===== config.mk =====
export PLATFORM = sky130hd
export DESIGN_NAME = led_frame_color_generator
export DESIGN_NICKNAME = d
export VERILOG_FILES = /design/src/rtl/core/lfcg_pkg.sv /design/src/rtl/core/led_frame_color_generator.sv
export SDC_FILE = /design/constraint.sdc
export NUM_CORES = 2
export LEC_CHECK = 0
export ABC_AREA = 1
export BUFFER_PORTS_ARGS = -buffer_cell sky130_fd_sc_hd__buf_2
export CAP_MARGIN = 5
export CORE_MARGIN = 2
export CORE_UTILIZATION = 55
export DETAILED_ROUTE_END_ITERATION = 16
export PLACE_DENSITY = 0.69
export SKIP_CTS_REPAIR_TIMING = 1
export SYNTH_ARGS = -nofsm -noshare
export SYNTH_HDL_FRONTEND = slang
export SYNTH_SLANG_ARGS = --single-unit

===== constraint.sdc =====
create_clock -name clk_i -period 5.5 [get_ports clk_i]
set_input_delay 1.1 -clock clk_i [delete_from_list [all_inputs] [get_ports clk_i]]
set_output_delay 1.1 -clock clk_i [all_outputs]
set_load 0.02 [all_outputs]

===== src/rtl/core/lfcg_pkg.sv =====
// Shared types and constants for the LED frame color generator.
package lfcg_pkg;

  typedef enum logic [1:0] {
    OP_SET_MODE  = 2'd0,
    OP_SET_INDEX = 2'd1,
    OP_WR_TABLE  = 2'd2,
    OP_FRAME     = 2'd3
  } op_e;

  typedef enum logic [1:0] {
    CFG_PIXEL_COUNT = 2'd0,
    CFG_ENABLE      = 2'd1,
    CFG_MAX_STATE   = 2'd2
  } cfg_idx_e;

  typedef enum logic [1:0] {
    ST_IDLE  = 2'd0,
    ST_MERGE = 2'd1,
    ST_FRAME = 2'd2
  } state_e;

  typedef enum logic [1:0] {
    KIND_PASS  = 2'd0,
    KIND_BLACK = 2'd1,
    KIND_SCALE = 2'd2
  } kind_e;

  localparam int unsigned CmdW   = 8;
  localparam int unsigned ColorW = 24;
  localparam int unsigned FacW   = 7;

  localparam logic [ColorW-1:0] WHITE           = 24'hFF_FFFF;
  localparam logic [FacW-1:0]   MAX_FACTOR      = 7'd64;
  localparam logic [6:0]        MAX_STATE_RESET = 7'd32;

  // channel * factor >> 5, clipped to a byte; factor 32 gives the channel back
  function automatic logic [7:0] scale_chan(input logic [7:0] ch, input logic [FacW-1:0] fac);
    logic [14:0] prod;
    logic [9:0]  shr;
    prod = ch * fac;
    shr  = prod[14:5];
    return (shr > 10'd255) ? 8'hFF : shr[7:0];
  endfunction

endpackage


===== src/rtl/core/led_frame_color_generator.sv =====
// Top level of the LED frame color generator: command store, color table, frame pipeline.
//
// Usage:
//   Input channel (in_valid_i / in_ready_o) takes one word per handshake. op_i
//   selects: set a pixel's mode bits, set a pixel's color index, write a color
//   table entry, or run a frame. The config port writes pixel_count, enable and
//   max_state_num with a single-cycle write strobe; write it only while idle.
//   Output channel (out_valid_o / out_ready_i) carries one GRB word per pixel,
//   last_o marking the final pixel of a frame.
// Timing:
//   Table write: lands on accept. Pixel mode/index write: read, merge, write back
//   through the command memory. Frame: each pixel passes the command memory
//   read, the color table read and the output register; the command memory read
//   port issues one pixel per cycle while the output is not stalled and sets the
//   rate. A frame while disabled or with pixel_count zero finishes at once, no words.
// Reset:
//   All pixels read as slow blink with color index 0, table entry 0 as white
//   and the rest as black (per-entry valid bits); pixel_count 0, enable 0,
//   max_state_num 32. No clearing pass is needed.
// Stall:
//   While the output register holds an untaken word, the whole frame pipeline
//   freezes, memory reads included. A new input word is accepted while the last
//   result still waits.
module led_frame_color_generator
  import lfcg_pkg::*;
#(
  parameter int unsigned MAX_PIXELS    = 64,
  parameter int unsigned TABLE_ENTRIES = 32
) (
  input  logic        clk_i,
  input  logic        rst_ni,
  input  logic        cfg_we_i,
  input  logic [1:0]  cfg_index_i,
  input  logic [6:0]  cfg_wdata_i,
  input  logic        in_valid_i,
  output logic        in_ready_o,
  input  logic [1:0]  op_i,
  input  logic [5:0]  pixel_index_i,
  input  logic [2:0]  mode_bits_i,
  input  logic [4:0]  color_index_i,
  input  logic [23:0] color_i,
  input  logic [5:0]  phase_i,
  input  logic        fade_fast_dec_i,
  input  logic        fade_slow_dec_i,
  input  logic        blink_fast_on_i,
  input  logic        blink_slow_on_i,
  output logic        out_valid_o,
  input  logic        out_ready_i,
  output logic [23:0] pixel_word_o,
  output logic        last_o
);

  localparam int unsigned PixDepth = (MAX_PIXELS < 64) ? MAX_PIXELS : 64;
  localparam int unsigned PixAw    = (PixDepth > 1) ? $clog2(PixDepth) : 1;
  localparam int unsigned TblAw    = $clog2(TABLE_ENTRIES);

  // config registers
  logic [6:0] pixel_count_q, max_state_q;
  logic       enable_q;

  // control
  state_e     state_q, state_d;
  logic       accept, adv, issue, cnt_last;
  logic       cmd_re, cmd_we, tbl_we, frame_go, cmd_op_ok;
  logic [6:0] count_eff;
  logic [6:0] cnt_q, n_q;

  // latched item
  op_e        op_q;
  logic [PixAw-1:0] pix_q;
  logic [2:0] mode_q;
  logic [4:0] idx_q;
  logic [5:0] phase_q;
  logic       ffd_q, fsd_q, bfo_q, bso_q;

  // command memory
  logic [CmdW-1:0]  cmd_mem [PixDepth];
  logic [PixDepth-1:0] cmd_vld_q;
  logic [PixAw-1:0] cmd_raddr;
  logic [CmdW-1:0]  cmd_rdata_q, cmd_eff, cmd_merged;
  logic             cmd_rvld_q;

  // color table
  logic [ColorW-1:0] tbl_mem [TABLE_ENTRIES];
  logic [TABLE_ENTRIES-1:0] tbl_vld_q;
  logic [ColorW-1:0] tbl_rdata_q, base_color;
  logic              tbl_rvld_q;
  logic [TblAw-1:0]  tbl_raddr;

  // pipeline
  logic        s1_v_q, s1_last_q;
  logic        s2_v_q, s2_last_q, s2_oor_q, s2_zero_q;
  kind_e       s2_kind_q, s1_kind;
  logic [FacW-1:0] s2_factor_q, s1_factor;
  logic        out_valid_q, out_last_q;
  logic [ColorW-1:0] out_word_q, out_word_d;

  // ---------------- config ----------------
  always_ff @(posedge clk_i or negedge rst_ni) begin
    if (!rst_ni) begin
      pixel_count_q <= '0;
      enable_q      <= 1'b0;
      max_state_q   <= MAX_STATE_RESET;
    end else if (cfg_we_i) begin
      case (cfg_idx_e'(cfg_index_i))
        CFG_PIXEL_COUNT: pixel_count_q <= cfg_wdata_i;
        CFG_ENABLE:      enable_q      <= cfg_wdata_i[0];
        CFG_MAX_STATE:   max_state_q   <= cfg_wdata_i;
        default: ;
      endcase
    end
  end

  assign count_eff = (pixel_count_q > 7'(PixDepth)) ? 7'(PixDepth) : pixel_count_q;
  assign adv       = !(out_valid_q && !out_ready_i);
  assign accept    = in_valid_i && in_ready_o;
  assign cmd_op_ok = ({1'b0, pixel_index_i} < 7'(PixDepth));
  assign cnt_last  = (cnt_q == n_q - 7'd1);
  assign frame_go  = accept && (op_e'(op_i) == OP_FRAME) && enable_q && (count_eff != '0);

  // ---------------- state machine ----------------
  always_comb begin
    state_d = state_q;
    case (state_q)
      ST_IDLE: begin
        if (accept) begin
          if ((op_e'(op_i) == OP_SET_MODE || op_e'(op_i) == OP_SET_INDEX) && cmd_op_ok) begin
            state_d = ST_MERGE;
          end else if (frame_go) begin
            state_d = ST_FRAME;
          end
        end
      end
      ST_MERGE: state_d = ST_IDLE;
      ST_FRAME: begin
        if (issue && cnt_last) begin
          state_d = ST_IDLE;
        end
      end
      default: state_d = ST_IDLE;
    endcase
  end

  always_comb begin
    in_ready_o = 1'b0;
    issue      = 1'b0;
    cmd_re     = 1'b0;
    cmd_we     = 1'b0;
    tbl_we     = 1'b0;
    cmd_raddr  = pixel_index_i[PixAw-1:0];
    case (state_q)
      ST_IDLE: begin
        in_ready_o = !s1_v_q && !s2_v_q;
        cmd_re     = accept && cmd_op_ok &&
                     (op_e'(op_i) == OP_SET_MODE || op_e'(op_i) == OP_SET_INDEX);
        tbl_we     = accept && (op_e'(op_i) == OP_WR_TABLE) &&
                     ({1'b0, color_index_i} < 6'(TABLE_ENTRIES));
      end
      ST_MERGE: cmd_we = 1'b1;
      ST_FRAME: begin
        issue     = adv;
        cmd_re    = adv;
        cmd_raddr = cnt_q[PixAw-1:0];
      end
      default: ;
    endcase
  end

  always_ff @(posedge clk_i or negedge rst_ni) begin
    if (!rst_ni) begin
      state_q <= ST_IDLE;
      cnt_q   <= '0;
      n_q     <= '0;
    end else begin
      state_q <= state_d;
      if (frame_go) begin
        cnt_q <= '0;
        n_q   <= count_eff;
      end else if (issue) begin
        cnt_q <= cnt_q + 7'd1;
      end
    end
  end

  // item fields, held for the merge and for the whole frame
  always_ff @(posedge clk_i) begin
    if (accept) begin
      op_q    <= op_e'(op_i);
      pix_q   <= pixel_index_i[PixAw-1:0];
      mode_q  <= mode_bits_i;
      idx_q   <= color_index_i;
      phase_q <= phase_i;
      ffd_q   <= fade_fast_dec_i;
      fsd_q   <= fade_slow_dec_i;
      bfo_q   <= blink_fast_on_i;
      bso_q   <= blink_slow_on_i;
    end
  end

  // ---------------- command memory ----------------
  assign cmd_eff    = cmd_rvld_q ? cmd_rdata_q : '0;
  assign cmd_merged = (op_q == OP_SET_MODE) ? {mode_q, cmd_eff[4:0]} : {cmd_eff[7:5], idx_q};

  always_ff @(posedge clk_i) begin
    if (cmd_we) begin
      cmd_mem[pix_q] <= cmd_merged;
    end
    if (cmd_re) begin
      cmd_rdata_q <= cmd_mem[cmd_raddr];
    end
  end

  always_ff @(posedge clk_i or negedge rst_ni) begin
    if (!rst_ni) begin
      cmd_vld_q  <= '0;
      cmd_rvld_q <= 1'b0;
    end else begin
      if (cmd_we) begin
        cmd_vld_q[pix_q] <= 1'b1;
      end
      if (cmd_re) begin
        cmd_rvld_q <= cmd_vld_q[cmd_raddr];
      end
    end
  end

  // ---------------- color table ----------------
  assign tbl_raddr = cmd_eff[TblAw-1:0];

  always_ff @(posedge clk_i) begin
    if (tbl_we) begin
      tbl_mem[color_index_i[TblAw-1:0]] <= color_i;
    end
    if (adv) begin
      tbl_rdata_q <= tbl_mem[tbl_raddr];
    end
  end

  always_ff @(posedge clk_i or negedge rst_ni) begin
    if (!rst_ni) begin
      tbl_vld_q  <= '0;
      tbl_rvld_q <= 1'b0;
    end else begin
      if (tbl_we) begin
        tbl_vld_q[color_index_i[TblAw-1:0]] <= 1'b1;
      end
      if (adv) begin
        tbl_rvld_q <= tbl_vld_q[tbl_raddr];
      end
    end
  end

  // ---------------- stage 1: mode decode and fade factor ----------------
  always_comb begin
    logic [6:0] sub, inc, diff;
    logic       fast, dec;
    fast = cmd_eff[5];
    dec  = fast ? ffd_q : fsd_q;
    sub  = fast ? {1'b0, phase_q[3:0], 2'b00} : {1'b0, phase_q};
    inc  = fast ? {({1'b0, phase_q[3:0]} + 5'd1), 2'b00} : ({1'b0, phase_q} + 7'd1);
    diff = max_state_q - sub;
    if (dec) begin
      if (max_state_q < sub) begin
        s1_factor = '0;
      end else if (diff > MAX_FACTOR) begin
        s1_factor = MAX_FACTOR;
      end else begin
        s1_factor = diff;
      end
    end else begin
      s1_factor = inc;
    end

    if (cmd_eff[7]) begin
      s1_kind = KIND_PASS;
    end else if (cmd_eff[6]) begin
      s1_kind = KIND_SCALE;
    end else if (fast) begin
      s1_kind = bfo_q ? KIND_PASS : KIND_BLACK;
    end else begin
      s1_kind = bso_q ? KIND_PASS : KIND_BLACK;
    end
  end

  // ---------------- stage 2: color select and scale ----------------
  always_comb begin
    if (s2_oor_q) begin
      base_color = '0;
    end else if (tbl_rvld_q) begin
      base_color = tbl_rdata_q;
    end else begin
      base_color = s2_zero_q ? WHITE : '0;
    end
    case (s2_kind_q)
      KIND_PASS:  out_word_d = base_color;
      KIND_BLACK: out_word_d = '0;
      KIND_SCALE: out_word_d = {scale_chan(base_color[23:16], s2_factor_q),
                                scale_chan(base_color[15:8],  s2_factor_q),
                                scale_chan(base_color[7:0],   s2_factor_q)};
      default:    out_word_d = '0;
    endcase
  end

  always_ff @(posedge clk_i) begin
    if (adv) begin
      s1_last_q   <= issue && cnt_last;
      s2_last_q   <= s1_last_q;
      s2_kind_q   <= s1_kind;
      s2_factor_q <= s1_factor;
      s2_oor_q    <= ({1'b0, cmd_eff[4:0]} >= 6'(TABLE_ENTRIES));
      s2_zero_q   <= (cmd_eff[4:0] == 5'd0);
      out_word_q  <= out_word_d;
      out_last_q  <= s2_last_q;
    end
  end

  always_ff @(posedge clk_i or negedge rst_ni) begin
    if (!rst_ni) begin
      s1_v_q      <= 1'b0;
      s2_v_q      <= 1'b0;
      out_valid_q <= 1'b0;
    end else if (adv) begin
      s1_v_q      <= issue;
      s2_v_q      <= s1_v_q;
      out_valid_q <= s2_v_q;
    end
  end

  assign out_valid_o  = out_valid_q;
  assign pixel_word_o = out_word_q;
  assign last_o       = out_last_q;

endmodule


# Word level (Yosys, flattened, before mapping)
# Memories as Yosys holds them, arrays and structs flattened. A register that Yosys moved wholly into a read port is not among the register bits.
# Index checks and enable logic that the tools add are counted.
[word_totals] regBits=195 latch_bits=0 ramBits=1280 rom_bits=0 inputBits=64 out_inout_bits=27 elab_cells=140 mem_count=2
[op_classes] add_sub_neg=5 mul=3 div_mod_pow=0 order_cmp=12 n_eq_ne=12 shift=0 n_mux=44 n_bitwise=2 n_reduce_logical=30
[memory_table] memory="tbl_mem" depth=32 width=24 read_ports=1 rd_clocked_by_memory_dff=1 wr=1 line="led_frame_color_generator.sv:84" text="logic [ColorW-1:0] tbl_mem [TABLE_ENTRIES];"
[memory_table] memory="cmd_mem" depth=64 width=8 read_ports=1 rd_clocked_by_memory_dff=1 wr=1 line="led_frame_color_generator.sv:77" text="logic [CmdW-1:0] cmd_mem [PixDepth];"
[ops] op="$or A64 B64 Y64" n=1
[ops] op="$mux W7" n=7
[ops] op="$mux W24" n=2
[ops] op="$pmux W24 S2" n=1
[ops] op="$mul A8 B7 Y15" n=3
[ops] op="$mux W8" n=5
[ops] op="$or A32 B32 Y32" n=1
[ops] op="$gt A10 B8 Y1 const B" n=3
[ops] op="$mux W1" n=16
[ops] op="$gt A7 B7 Y1 const B" n=2
[ops] op="$lt A6 B7 Y1 const B" n=2
[ops] op="$lt A5 B6 Y1 const B" n=2
[ops] op="$mux W6" n=2
[ops] op="$logic_and A1 B1 Y1" n=11
[ops] op="$eq A2 B2 Y1 const B" n=5
[ops] op="$logic_not A2 Y1" n=5
[ops] op="$mux W2" n=5
[ops] op="$add A6 B1 Y7 const B" n=1
[ops] op="$add A7 B1 Y7 const B" n=1
[ops] op="$eq A7 B7 Y1" n=1
[ops] op="$lt A7 B6 Y1" n=1
[ops] op="$reduce_bool A7 Y1" n=1
[ops] op="$sub A7 B1 Y7 const B" n=1
[ops] op="$sub A7 B6 Y7" n=1
[ops] op="19 further kinds" n=28

# Depth between registers and ports, before layout
[depth] depth_word=11 mapped_depth=28 depth_no_buf=25

# Worst setup path after synthesis
# Ideal clock, no wire load.
[synth_path] kind="register to register" start="reg tbl_rvld_q" end="reg out_word_q[15] (netlist: pixel_word_o[15]), data pin" arrival_ps=4848 required_ps=5247 path_slack_ps=399 path_stages_with_launch=26 path_buffers=3 period_less_slack_ps=5101 cell_sequence="dfrtp_1 > buf_6 > inv_1 > nand2_2 > buf_6 > clkinv_1 > clkbuf_1 > a21oi_1 > nor2_1 > fa_1 > inv_1 > fa_1 > inv_1 > fa_1 > inv_1 > fa_1 > inv_1 > ha_1 > a21oi_1 > o21ai_0 > a21oi_1 > nand3b_1 > nand2_1 > nand3_1 > nand2_1 > nand2_1"
[synth_between] elab_chain_cells=5
[synth_lines] item="from (decl)" line="led_frame_color_generator.sv:87" text="logic tbl_rvld_q;"
[synth_lines] item="from (signal assigned)" line="led_frame_color_generator.sv:248" text="tbl_rvld_q <= tbl_vld_q[tbl_raddr];"
[synth_lines] item="$mux W24 (*)" line="led_frame_color_generator.sv:289" text="end else if (tbl_rvld_q) begin"
[synth_lines] item="$mul A8 B7 Y15" line="lfcg_pkg.sv:41" text="prod = ch * fac;"
[synth_lines] item="$gt A10 B8 Y1" line="lfcg_pkg.sv:43" text="return (shr > 10'd255) ? 8'hFF : shr[7:0];"
[synth_lines] item="$mux W8" line="lfcg_pkg.sv:43"
[synth_lines] item="$pmux W24 S2 (*)" line="led_frame_color_generator.sv:294" text="case (s2_kind_q)"
[synth_lines] item="net out_word_d[15]" line="led_frame_color_generator.sv:96" text="logic [ColorW-1:0] out_word_q, out_word_d;"
[synth_lines] item="to (signal assigned)" line="led_frame_color_generator.sv:312" text="out_word_q <= out_word_d;"
[synth_lines] item="to (decl)" line="led_frame_color_generator.sv:96"
# Mark *: on every way through the listed nets, which the timed path passes. The rest lies on a longest branch.
# A chain may end at the register's enable or synchronous reset.

# Final worst setup path
[layout_path] start="reg tbl_rvld_q" end="reg out_word_q[19] (netlist: pixel_word_o[19]), data pin"
# Same word-level chain as after synthesis.

==> impl_metrics.toml <==
[synth]
synth-adder-area-share_pct = 4.543
synth_area_um2 = 65550
synth-simple-area-share_pct = 11.04
synthTopCellsByCount = "1375 x edfxtp_1, 936 x nor2_1, 798 x o21ai_0, 465 x nand2_1, 323 x inv_1"
synth_edf_count = 1375
synth_compound_area_share_pct = 11.87
synth.mux.area_fraction_pct = 0
synth_top_family_by_area = "compound AO/OA/AOI/OAI gates"
yosysMostFrequentCell = "edfxtp_1"
synth_top_cell_by_area = "edfxtp_1"
synth_fp_nets = 5776
synth_seq_area_share_pct = 68.03
async_reset_ff_share_pct = 8.759
yosys-top-cells-area = "edfxtp_1 63%, o21ai_0 6.1%, nor2_1 5.4%, dfrtp_1 5.0%, nand2_1 2.7%"
syn_avg_cell_area_um2 = 11.86
synth_xor_area_share_pct = 0.5478
ys.flop_type = "edfxtp_1"
ys_types = 48
synth.top_cell.area_share_pct = 62.99
synth-seq-cells = 1507
ys_warn_count = 0
netlist_instances = 5525

[finish]
nNetsFinal = 5817
multi_input_area_um2 = 18770
nFillCells = 9089
syn2layout_area_growth_pct = 10.96
ff_latch_area_um2 = 44590
drive_gt1_share_pct = 8.806

[floorplan]
io_pins = 91
start_util_pct = 55.51
std_cell_rows = 126
die_y_um = 349.2
dieArea_um2 = 122000
core_um2 = 118100
die-width_um = 349.2

[detailed_routing]
routed_wl_um = 171700
ant_nets = 0
drc_errors = 0
drt-vias-per-instance = 6.117
wl_per_cell_um = 23.74
firstDrtPassIters = 6
drt_iter0_drc = 5513
vias = 44240

[sta]
finalHoldViolCount = 0
timing.final.crit_share_pct = 93.25
tns_ns = 0
min_period_ns = 5.129
slew_headroom_pct = 20.65
setup_violations = 0
rsz0062_at_grt = "no"
slew_violations = 0
worstMarginPinSlew_ns = 1.187
fmax_mhz = 195.0
finClkSkew_ns = 0.05372

[worst_setup_path]
cp.required_ns = 5.99
path_class = "reg2reg"
reg2reg_slack_ns = 0.37
regToRegStartpoint = "tbl_rvld_q"
setup.worst_path.start_class = "flop"
worstSetupEndpointType = "flop"
critPathMaxFanout = 18
crit_end = "pixel_word_o[19]"
crit_start = "tbl_rvld_q"
critPathArrivalTime_ns = 5.62
reg2reg_to = "pixel_word_o[19]"
reg2regPathDepth = 22

[place]
dp_hpwl_um = 100600
io_buffers = 90
gp_congestion = 0.9188

[clock_network]
cts_root_buf = "clkbuf_16"
htreeDepth = 4
clk_latency_ns = 0.79
tritoncts = "yes"
cts_buffers = 151
clkSinkCount = 1507
clk_pin_slew_ns = 0.06
clockBufferDepth = 3

[power]
p_seq_share_pct = 30.4
switching_share_pct = 42.48
p_sw_mw = 18.85
power.internal_mw = 25.53
comb_power_share_pct = 47.5
p_per_area_nw_per_um2 = 610.1
total_power_mw = 44.38
leakagePower_nw = 26.18
peakVddDrop_uv = 507.0
clkPwrFrac_pct = 22.1

[global_route]
grt.met1_usage_pct = 40.71
top_usage_layer = "met2"
grt_pass1_wl_um = 259000
grt.overflow.total = 0
grt_max_degree = 165
antenna_found_initial = 20
met2_usage_pct = 43.32
grt_util_all_layers_pct = 28.16
use_met3_pct = 5.370
grt_pass1_vias = 42560

[min_path]
hold_class = "reg2reg"

[run_status]
outcome = "finished, final reports clean"

[job]
cap_violations = 0
power groups by stage:
stage | clock network [mW] | logic, mW | registers (mW)
after floorplan | 0 | 14.7 | 13.8
after global placement | 0 | 20.4 | 13.7
after detailed placement | 0 | 20.7 | 13.7
after CTS | 9.89 | 20.8 | 13.5
after global routing | 10.3 | 23.6 | 13.5
final | 9.81 | 21.1 | 13.5
how the worst min path moves through the flow:
stage | from | end | slack (ns) | cells after the start
floorplan | s2_last_q | last_o | 0.40 | 0
global placement | s1_last_q | s2_last_q | 0.40 | 0
detailed placement | s2_last_q | last_o | 0.42 | 0
CTS | s2_last_q | last_o | 0.42 | 0
global route | s2_last_q | last_o | 0.44 | 0
finish | s2_last_q | last_o | 0.42 | 0
through the flow:
stage	setup WS (ns)	hold WS [ns]	utilization [%]	area, um^2	std cells
finish	0.3713	0.4227	61.60	72730	7231
global placement	0.1431	0.4023	57.60	68020	6948
floorplan	0.3988	0.4003	-	65550	5525
CTS	0.0006457	0.4249	61.55	72680	7224
detailed placement	0.06786	0.4152	57.60	68020	6948
global route	0.08268	0.4350	61.59	72730	7228
flip-flops by register name (all words and copies together), names as in the netlist, 2 cells and up:
signal and flops:
pix_q 6, pixel_count_q 7, cmd_rdata_q 8, s2_kind_q 2, cmd_vld_q 64, phase_q 6
cnt_q 7, cmd_mem 512, tbl_rdata_q 24, op_q 2, idx_q 5, n_q 7
max_state_q 7, tbl_vld_q 32, tbl_mem 768, mode_q 3, pixel_word_o 24, state_q 2
s2_factor_q 7
metal layers:
metal | part of all wire, % | wire length, um
met3 | 10 | 17290
met5 | 0.045 | 77
met4 | 2.8 | 4829
met2 | 46 | 79040
met1 | 41 | 70450
layout by cell type (no fill, tap or decap), types with 48 or more instances in the layout:
master	n
fa_1	85
inv_1	320
buf_4	106
o221ai_1	48
nand3_1	274
clkbuf_16	153
a21oi_1	149
o211ai_1	159
nor2_1	902
o21ai_0	790
o22ai_1	147
nand2_1	460
buf_2	89
ha_1	102
edfxtp_1	1375
dfrtp_1	131
area by class of cell:
class / count / share of cell area [%]
Multi-Input combinational cell: 3364 / 25.81
Clock buffer: 205 / 5.615
Antenna cell: 6 / 0.02064
Tap cell: 1536 / 2.642
Clock inverter: 71 / 0.7913
Inverter: 334 / 1.756
Timing Repair Buffer: 208 / 2.052
Sequential cell: 1507 / 61.31
kinds of logic (layout without fill, tap and decap cells):
| group | count (synthesis) | in the layout |
|---|---|---|
| and+or+nand+nor | 1768 | 1768 |
| DFF | 1507 | 1507 |
| AOI/OAI and AO/OA | 1368 | 1368 |
| buffers and inverters | 654 | 818 |
| adders and majority gates | 187 | 187 |
| xor gates and xnor gates | 41 | 41 |
| other | 0 | 6 |
worst max-delay path: stages, from the launching register on:
cell and delay (ns):
dfrtp_1 0.35, inv_1 0.07, nand2_2 0.09, clkinvlp_4 0.10
buf_12 0.16, a21oi_1 0.41, nor2_1 0.12, fa_1 0.52
fa_1 0.54, inv_1 0.05, fa_1 0.38, fa_1 0.51
inv_1 0.04, ha_1 0.34, a21oi_1 0.20, o21a_1 0.18
nor2_1 0.05, nor3_1 0.21, nand3_1 0.13, nand2_2 0.16
nand3_1 0.09, nand2_1 0.07, nand2_1 0.05
No activity file was read; power rests on OpenSTA's default activity.
